<file path="config.mk">
export PLATFORM = sky130hd
export DESIGN_NAME = lcabl_queue
export DESIGN_NICKNAME = d
export VERILOG_FILES = /design/src/hw/rtl/lcabl_pkg.sv /design/src/hw/rtl/lcabl_queue.sv
export SDC_FILE = /design/constraint.sdc
export NUM_CORES = 1
export LEC_CHECK = 0
export BUFFER_PORTS_ARGS = -buffer_cell sky130_fd_sc_hd__buf_4
export CORE_MARGIN = 2
export CORE_UTILIZATION = 45
export CTS_CLUSTER_SIZE = 28
export DETAILED_ROUTE_END_ITERATION = 10
export HOLD_SLACK_MARGIN = 0.1
export MAX_ROUTING_LAYER = met4
export PLACE_DENSITY = 0.73
export REMOVE_ABC_BUFFERS = 1
export SYNTH_ARGS = -nofsm -noshare
export SYNTH_HDL_FRONTEND = slang
export SYNTH_SLANG_ARGS = --single-unit
</file>
<file path="constraint.sdc">
create_clock -name clk -period 1.6 [get_ports clk]
set_input_delay 0.16 -clock clk [delete_from_list [all_inputs] [get_ports clk]]
set_output_delay 0.16 -clock clk [all_outputs]
set_load 0.05 [all_outputs]
</file>
<file path="src/hw/rtl/lcabl_pkg.sv">
// Shared types and constants for the binary-lifting LCA engine.
// No dependencies.
package lcabl_pkg;

  localparam int unsigned NODE_W          = 10;
  localparam int unsigned DEF_MAX_NODES   = 1024;
  localparam int unsigned DEF_LIFT_LEVELS = 10;

  typedef enum logic {
    KIND_ADD   = 1'b0,
    KIND_QUERY = 1'b1
  } kind_t;

  typedef enum logic [1:0] {
    ST_OK      = 2'd0,
    ST_DUP     = 2'd1,
    ST_MISSING = 2'd2
  } status_t;

  typedef struct packed {
    logic              kind;
    logic [NODE_W-1:0] node_a;
    logic [NODE_W-1:0] node_b;
  } item_t;

  typedef struct packed {
    logic [NODE_W-1:0] ancestor;
    logic [1:0]        status;
  } result_t;

endpackage

</file>
<file path="src/hw/rtl/lcabl_queue.sv">
// Two-entry input queue between the front handshake and the engine.
// Depends on lcabl_pkg.
module lcabl_queue (
  input  logic                clk,
  input  logic                rst,
  input  lcabl_pkg::item_t    wr_item,
  input  logic                wr_valid,
  output logic                wr_ready,
  output lcabl_pkg::item_t    rd_item,
  output logic                rd_valid,
  input  logic                rd_ready
);
  import lcabl_pkg::*;

  item_t      slot [2];
  logic       wr_ptr;
  logic       rd_ptr;
  logic [1:0] count;
  logic       push;
  logic       pop;

  assign wr_ready = (count != 2'd2);
  assign rd_valid = (count != 2'd0);
  assign rd_item  = slot[rd_ptr];
  assign push     = wr_valid && wr_ready;
  assign pop      = rd_valid && rd_ready;

  always_ff @(posedge clk) begin
    if (push) begin
      slot[wr_ptr] <= wr_item;
    end
    if (rst) begin
      wr_ptr <= 1'b0;
      rd_ptr <= 1'b0;
      count  <= 2'd0;
    end else begin
      if (push) begin
        wr_ptr <= ~wr_ptr;
      end
      if (pop) begin
        rd_ptr <= ~rd_ptr;
      end
      if (push && !pop) begin
        count <= count + 2'd1;
      end else if (pop && !push) begin
        count <= count - 2'd1;
      end
    end
  end

endmodule

</file>
# Word-level counts from Yosys, hierarchy flattened
# Memories as Yosys holds them, arrays and structs flattened. A register that Yosys moved wholly into a read port is not among the register bits.
# Cells that the tools add are included.
[totals]
word_cells = 23
mem_count = 1
ramBits = 42
register_bits = 4
inputBits = 25
[mem_list]
columns = ["name", "words", "width", "rd", "rd_clocked_by_memory_dff", "wr", "line", "rtl"]
rows = [
  ["slot", 2, 21, 1, 1, 1, "lcabl_queue.sv:15", "item_t slot [2];"],
]
[classes]
addsub = 2
reduce_logical = 8
n_bitwise = 2
eq_ne = 1
n_mux = 6
[ops]
columns = ["op", "n"]
rows = [
  ["$logic_and A1 B1 Y1", 4],
  ["$mux W1", 4],
  ["$mux W2", 2],
  ["$reduce_bool A2 Y1", 2],
  ["$add A2 B1 Y2 const B", 1],
  ["$logic_not A1 Y1", 2],
  ["$ne A2 B2 Y1 const B", 1],
  ["$not A1 Y1", 2],
  ["$sub A2 B1 Y2 const B", 1],
]

# Longest topological paths before layout
# Gate-level depths: netlist of the first run.
[depth]
ltp_word = 6
mapped_depth = 6
mapped_depth_nobuf = 6

# Worst setup path after synthesis of the first run
# Ideal clock, no wire load.
[synth_timing]
path_type = "reg2reg"
from = "register count[0]"
to = "memory slot[1][0] in the netlist's numbering (enable)"
slack_ns = -0.342
n_path_buf = 0
stages_incl_launch_ff = 3
t_arrival_ns = 1.563
setup_ns = 0.379
path_cell_list = "dfxtp_1 > nand2b_1 > and3_1"
[synth_via]
elab_chain_cells = 4
[synth_rtl]
columns = ["item", "line", "rtl"]
rows = [
  ["start, declared", "lcabl_queue.sv:18", "logic [1:0] count;"],
  ["start signal, assigned", "lcabl_queue.sv:44", "count <= count + 2'd1;"],
  ["start signal, assigned", "lcabl_queue.sv:46", "count <= count - 2'd1;"],
  ["$ne A2 B2 Y1", "lcabl_queue.sv:22", "assign wr_ready = (count != 2'd2);"],
  ["net wr_ready", "lcabl_queue.sv:8", "output logic wr_ready,"],
  ["$logic_and A1 B1 Y1", "lcabl_queue.sv:25", "assign push = wr_valid && wr_ready;"],
  ["$mux W1", "lcabl_queue.sv:29", "if (push) begin"],
  ["$mux W1 (implied by the code)", "lcabl_queue.sv:30", "slot[wr_ptr] <= wr_item;"],
  ["end, declared", "lcabl_queue.sv:15", ""],
]
# The timed path passes the listed nets, and every way through them passes these cells.

# Worst setup path in the final report of the first run
[layout_timing]
from = "register count[0]"
to = "register count[1]"
[layout_via]
elab_chain_cells = 5
word_cells_on_any_way = 13
classes_between = "add/sub (2); eq/ne (1); mux (2); reduce/logical (8)"
[layout_rtl]
columns = ["item", "line", "rtl"]
rows = [
  ["$ne A2 B2 Y1 *", "lcabl_queue.sv:22", ""],
  ["$logic_and A1 B1 Y1 *", "lcabl_queue.sv:25", ""],
  ["net push", "lcabl_queue.sv:19", "logic push;"],
  ["$logic_not A1 Y1", "lcabl_queue.sv:45", "end else if (pop && !push) begin"],
  ["$logic_and A1 B1 Y1", "lcabl_queue.sv:45", ""],
  ["$reduce_bool A2 Y1 (no line)", "n/a", ""],
]
# Mark *: on every way through the listed nets, which the timed path passes. The rest lies on a longest branch. The select of a mux whose other input is x is not followed.
# A chain may end at the register's enable or synchronous reset.

==> results of run 1 <==
[worst max-delay path: cells and delay by family, from the launching register on]
family | cells | cell delay, ns
adder cells (fa/ha/maj) | 1 | 0.16
AO/OA/AOI/OAI | 1 | 0.15
flip-flops | 1 | 0.35
AND/OR/NAND/NOR | 3 | 0.67
XOR/XNOR | 1 | 0.14
[Yosys cell counts (all sizes together)]
cell | instances | area share
edfxtp | 42 | 0.73
mux2 | 21 | 0.14
dfxtp | 5 | 0.058
nor2 | 3 | 0.0065
xor2 | 3 | 0.015
a21oi | 2 | 0.0058
buf | 2 | 0.0058
o21ai | 2 | 0.0058
a21bo | 1 | 0.0058
and2 | 1 | 0.0036
and3 | 1 | 0.0036
ha | 1 | 0.0072
inv | 1 | 0.0022
nand2b | 1 | 0.0036
nand3b | 1 | 0.0043
or2 | 1 | 0.0036
or3 | 1 | 0.0036
[metal layers]
| layer | wire, um | share of wire | vias to the layer above | GRT usage |
|---|---|---|---|---|
| li1 | - | - | 503 | - |
| met1 | 1200 | 0.42 | 472 | 0.161 |
| met2 | 1520 | 0.52 | 30 | 0.259 |
| met3 | 139 | 0.048 | 3 | 0.0511 |
| met4 | 36 | 0.012 | 0 | 0.0459 |
| met5 | 0 | 0 | - | - |
[stage by stage]
step	utilization	power [mW]	setup TNS (ns)	setup slack (ns)	instance area [um2]
final	0.687	4.03	0	0.0626	2530
after global routing	0.687	4.22	0	0.00151	2530
after CTS	0.681	4.04	0	0.00174	2510
after detailed placement	0.596	3.30	0	0.0200	2200
after global placement	0.596	3.26	0	0.113	2200
after floorplan	-	2.77	-13.15	-0.342	1720
[power breakdown]
group / switching, mW / total (mW) / internal [mW]
Sequential: 0.0687 / 1.61 / 1.54
Clock: 0.379 / 0.691 / 0.312
Combinational: 1.07 / 1.73 / 0.664
[registers in the layout, summed over array words and instances, names as in the netlist, named ones only]
signal,flops
rd_ptr,1
count,2
slot,42
wr_ptr,1
[cell families after synthesis]
| kind of cell | count (synthesis) |
|---|---|
| AOI/OAI and AO/OA | 5 |
| xor gates and xnor gates | 3 |
| adders and majority gates | 1 |
| buffers and inverters | 3 |
| DFF | 47 |
| muxes | 21 |
| and+or+nand+nor | 9 |
[worst max path at each step]
stage,from,end,slack (ns),depth (start not counted)
global placement,count[0],count[1],0.11,5
global route,count[0],count[1],0.002,6
finish,count[0],count[1],0.06,6
detailed placement,count[0],count[1],0.02,5
CTS,register,rd_item[20],0.002,3
floorplan,count[0],slot[1][0],-0.34,2
[layout by cell type (no fill, tap or decap), drive strengths merged]
cell          n
ha            1
dfxtp         5
o21ai         2
nand2b        1
clkinvlp      1
a21bo         1
clkbuf        5
buf          54
or2           1
edfxtp       42
clkinv        2
or3           1
dlygate4sd3  22
mux2         21
inv           1
and2          1
xor2          3
nand3b        1
and3          1
nor2          3
a21oi         2
[cell type report]
cell class	count	share of cell area
timing repair buffer	76	0.255
clock buffer	5	0.0271
clock inverter	3	0.00987
sequential	47	0.538
tap	48	0.0237
multi-input combinational	39	0.145
inverter	1	0.00148
[repair_timing]
item | 4_1_cts | 5_1_grt
resized for setup | 1 | 5
setup endpoints to repair | 1 | 22
hold endpoints to repair | 47 | 0
hold buffers | 22 | 0
==> flow_summary.yaml, run 1 <==
outcome:
  status: "complete, no violations"
layout:
  nets: 196
  layout-drive-gt1-share: 0.515
  multi_input_area_um2: 368
  final_cells: 219
  fillCellCount: 268
  final-seq-area_mm2: 0.00136
  antennaDiodeCount: 0
  syn_to_final_growth_pct: 46.5
die:
  rows: 22
  die-width_um: 66.0
  core_area_mm2: 0.00369
  ios: 48
  dieArea_mm2: 0.00436
  die_h_um: 66.0
  initial_core_util: 0.469
timing:
  drv_slew: 0
  worst_pin_slew_ns: 0.320
  hold_viol_final: 0
  finalCriticalPeriod_ns: 1.54
  slew-limit-headroom: 0.785
  rsz0062_at_grt: "no"
  fmax_ghz: 0.650
  setup_viol: 0
  hold_slack_ns: 0.156
  post-route-period-util: 0.961
  fin_skew_ns: 0.00802
clock_network:
  h-tree-depth: 2
  post_cts_buffers: 0
  cts_root_buf: "clkbuf_8"
  cts.reportedPaths.clkPinSlew_ns: 0.09
  cts_tree: "built"
  clk_latency_ns: 0.30
  cts_made_buffers: 5
  clockBufferDepth: 2
  cts_sinks: 47
critical_path:
  cp_slowest_cell: "dfxtp_2"
  rr_endpoint: "count[1]"
  worstPathArrival_ns: 1.77
  reg2regPathDepth: 6
  start_kind: "register"
  worstPathRequired_ns: 1.83
  crit_path_end_kind: "register"
  r2r-start: "count[0]"
  r2r_setup_slack_ns: 0.06
  path_cells: "nand2b_1, and2_1, ha_4, xor2_1, or3_1, a21oi_1"
  crit_path_max_fanout: 5
  worstSetupPathType: "reg -> reg"
  slowest_delay_ns: 0.35
global_routing:
  antenna_found_initial: 0
  grt_usage: 0.149
  grt_pass1_wl_um: 4550
  grt_max_degree: 17
  globalRouteOverflowTotal: 0
  first_global_vias: 1027
routing:
  drt_wl_total_um: 2900
  vias_per_cell: 4.60
  wl_per_cell_um: 13.2
  num_vias: 1008
  dr.pass1.iters: 4
  ant_nets: 0
  drtIter0Drc: 37
  drcViolationCount: 0
synthesis:
  synthXorXnorAreaFrac: 0.0152
  ys_warn_count: 0
  syn_inst: 89
  avgSynthCellArea_um2: 19.4
  synth_compound_area_frac: 0.0174
  yosysUniqueCellTypes: 17
  syn_area_mm2: 0.00173
  ys_ff_latch: 47
  synth.area.mux_share: 0.137
  seq_area_frac_synth: 0.787
  yosys.area_share.adder: 0.00723
  synth-simple-area-share: 0.0289
  synth_top_family_by_area: "multiplexers"
placed_design:
  dpl.hpwl_um: 1970
  place.gp.congestion: 0.633
  port-buffer-count: 47
  place_inst: 189
hold_path:
  min_path_type: "in -> reg"
  whs_endpoint: "wr_ptr"
  worst_hold_path.num_cells: 3
  hold_path_startpoint: "wr_valid"
run:
  cap_violations: 0
pwr:
  ir_drop_mv: 1.03
  p_leak_nw: 0.976
  p_per_area_mw_per_mm2: 1590
Power figures use the tool's default switching activity.
==> run 2, diff against run 1 <==
--- a/config.mk
+++ b/config.mk
@@ -6,6 +6,7 @@
 export NUM_CORES = 1
 export LEC_CHECK = 0
 export BUFFER_PORTS_ARGS = -buffer_cell sky130_fd_sc_hd__buf_4
+export CAP_MARGIN = 20
 export CORE_MARGIN = 2
 export CORE_UTILIZATION = 45
 export CTS_CLUSTER_SIZE = 28
@@ -13,6 +14,7 @@
 export HOLD_SLACK_MARGIN = 0.1
 export MAX_ROUTING_LAYER = met4
 export PLACE_DENSITY = 0.73
+export RECOVER_POWER = 50
 export REMOVE_ABC_BUFFERS = 1
 export SYNTH_ARGS = -nofsm -noshare
 export SYNTH_HDL_FRONTEND = slang
==> run 2 against run 1 <==
  * Register-to-register slack about the same
  * Critical path type unchanged
  * Critical path depth unchanged
  * Final cell count unchanged
  * Total power down 0.71%
  * First-iteration DRC count up 16%
  * Clock power about the same
  * Design area down 0.59%
  * Clock skew about the same
  * Die area unchanged
  * Sequential power about the same
  * Worst hold slack worse by 0.00081 ns
  * Global-route usage unchanged
==> flow_summary.yaml, run 2 (synthesis gave the netlist of run 1 again) <==
timing:
  drv_slew: 0
  worst_pin_slew_ns: 0.315
  final.setup.worst_slack_ns: 0.0666
  fin_skew_ns: 0.00774
  finalCriticalPeriod_ns: 1.53
  setup_viol: 0
  fmax_ghz: 0.652
  hold_viol_final: 0
  setup_tns_ns: 0
  post-route-period-util: 0.958
  rsz0062_at_grt: "no"
  slew-limit-headroom: 0.789
layout:
  nets: 196
  utilization: 0.683
  antennaDiodeCount: 0
  layout_common_cells: "edfxtp_1 (42), buf_4 (26), dlygate4sd3_1 (22)"
  reg_top3: "slot x42, count x2"
  syn_to_final_growth_pct: 45.6
  mostFrequentLayoutCell: "edfxtp_1"
  regMostFlops: "slot"
  layout-drive-gt1-share: 0.503
  largest_reg_flops: 42
critical_path:
  cp_slowest_cell: "dfxtp_2"
  slowest_delay_ns: 0.35
  worstSetupPathType: "reg -> reg"
  cp_top_family: "simple AND/OR/NAND/NOR gates"
  crit_path_max_fanout: 5
  path_cells: "nand2b_1, and2_1, ha_4, xor2_1, or3_1, a21oi_1"
  r2r_setup_slack_ns: 0.07
  worstPathRequired_ns: 1.83
  start_kind: "register"
  worstPathArrival_ns: 1.77
  rr_endpoint: "count[1]"
  crit_buf_inv: 0
  crit_path_end_kind: "register"
  r2r-start: "count[0]"
  reg2regPathDepth: 6
die:
  dieArea_mm2: 0.00436
  core_area_mm2: 0.00369
  initial_core_util: 0.469
  die_h_um: 66.0
  die-width_um: 66.0
  rows: 22
  ios: 48
global_routing:
  antenna_found_initial: 0
  grt_usage: 0.149
  grt_pass1_wl_um: 4550
  grt_max_degree: 17
  first_global_vias: 1027
  globalRouteOverflowTotal: 0
hold_path:
  whs_endpoint: "wr_ptr"
  min_path_type: "in -> reg"
  hold_path_startpoint: "wr_valid"
  worst_hold_path.num_cells: 3
placed_design:
  dpl.hpwl_um: 1970
  place_ws_ns: 0.0200
  place.gp.congestion: 0.633
  port-buffer-count: 47
routing:
  met2_length_um: 1510
  num_vias: 1013
  wl_per_cell_um: 13.2
  drt_wl_total_um: 2880
  drcViolationCount: 0
  drt-met1-wl_um: 1190
  vias_per_cell: 4.63
  met3_length_um: 144
  top_layer: "met4"
  drtIter0Drc: 43
  dr.pass1.iters: 4
  ant_nets: 0
clock_network:
  h-tree-depth: 2
  cts_tree: "built"
  cts_root_buf: "clkbuf_8"
  cts.reportedPaths.clkPinSlew_ns: 0.09
  clk_latency_ns: 0.30
  clockBufferDepth: 2
  cts_made_buffers: 5
  cts_sinks: 47
outcome:
  status: "complete, no violations"
pwr:
  ir_drop_mv: 0.980
  p_leak_nw: 0.963
  p_per_area_mw_per_mm2: 1590
run:
  cap_violations: 0
[run 2: cell types whose count changed in the layout (fill, tap and decap cells not counted), sizes merged]
cell,delta
clkbuf,+25
buf,-25
[run 2: stage by stage]
step | total power [mW] | std cells | area [um2] | hold slack [ns]
after detailed placement | 3.30 | 189 | 2200 | 0.349
after floorplan | 2.77 | 87 | 1720 | 0.229
after global placement | 3.26 | 189 | 2200 | 0.345
final | 4.01 | 219 | 2520 | 0.155
after global routing | 4.19 | 219 | 2520 | 0.163
after CTS | 4.04 | 219 | 2510 | 0.151
[run 2: worst max-delay path by stage]
stage | start | to | depth (start not counted)
after global placement | count[0] | count[1] | 5
after global routing | count[0] | count[1] | 6
final | count[0] | count[1] | 6
after detailed placement | count[0] | count[1] | 5
after CTS | register | rd_item[20] | 3
after floorplan | count[0] | slot[1][0] | 2
[run 2: final cells by class]
type                       count  area, um2
clock inverter                 3       25.0
tap                           48       60.1
multi-input combinational     39        368
sequential                    47       1360
timing repair buffer          76        631
inverter                       1       3.75
fill                         272       1170
clock buffer                   5       68.8
[run 2: worst register-to-register path: cells and delay by family, from the launching register on]
family	cells	cell delay, ns
DFF	1	0.35
adders and majority gates	1	0.16
AOI/OAI and AO/OA	1	0.15
xor gates and xnor gates	1	0.14
and+or+nand+nor	3	0.66
[run 2: timing repair]
| action | 4_1_cts | 5_1_grt |
|---|---|---|
| gates resized for setup | 1 | 5 |
| hold buffers | 22 | 0 |
| pin swaps | 0 | 0 |
| endpoints found under the setup margin | 1 | 22 |
| endpoints found under the hold margin | 47 | 0 |
| setup buffers | 0 | 0 |
[run 2: layer usage]
metal | track usage | vias to the layer above
met1 | 0.161 | 477
met5 | - | -
li1 | - | 503
met2 | 0.259 | 30
met4 | 0.0459 | 0
met3 | 0.0511 | 3
[run 2: power breakdown]
group	switching, mW	total (mW)	internal (mW)
clock network	0.380	0.691	0.312
registers	0.0688	1.61	1.54
logic	1.07	1.70	0.636
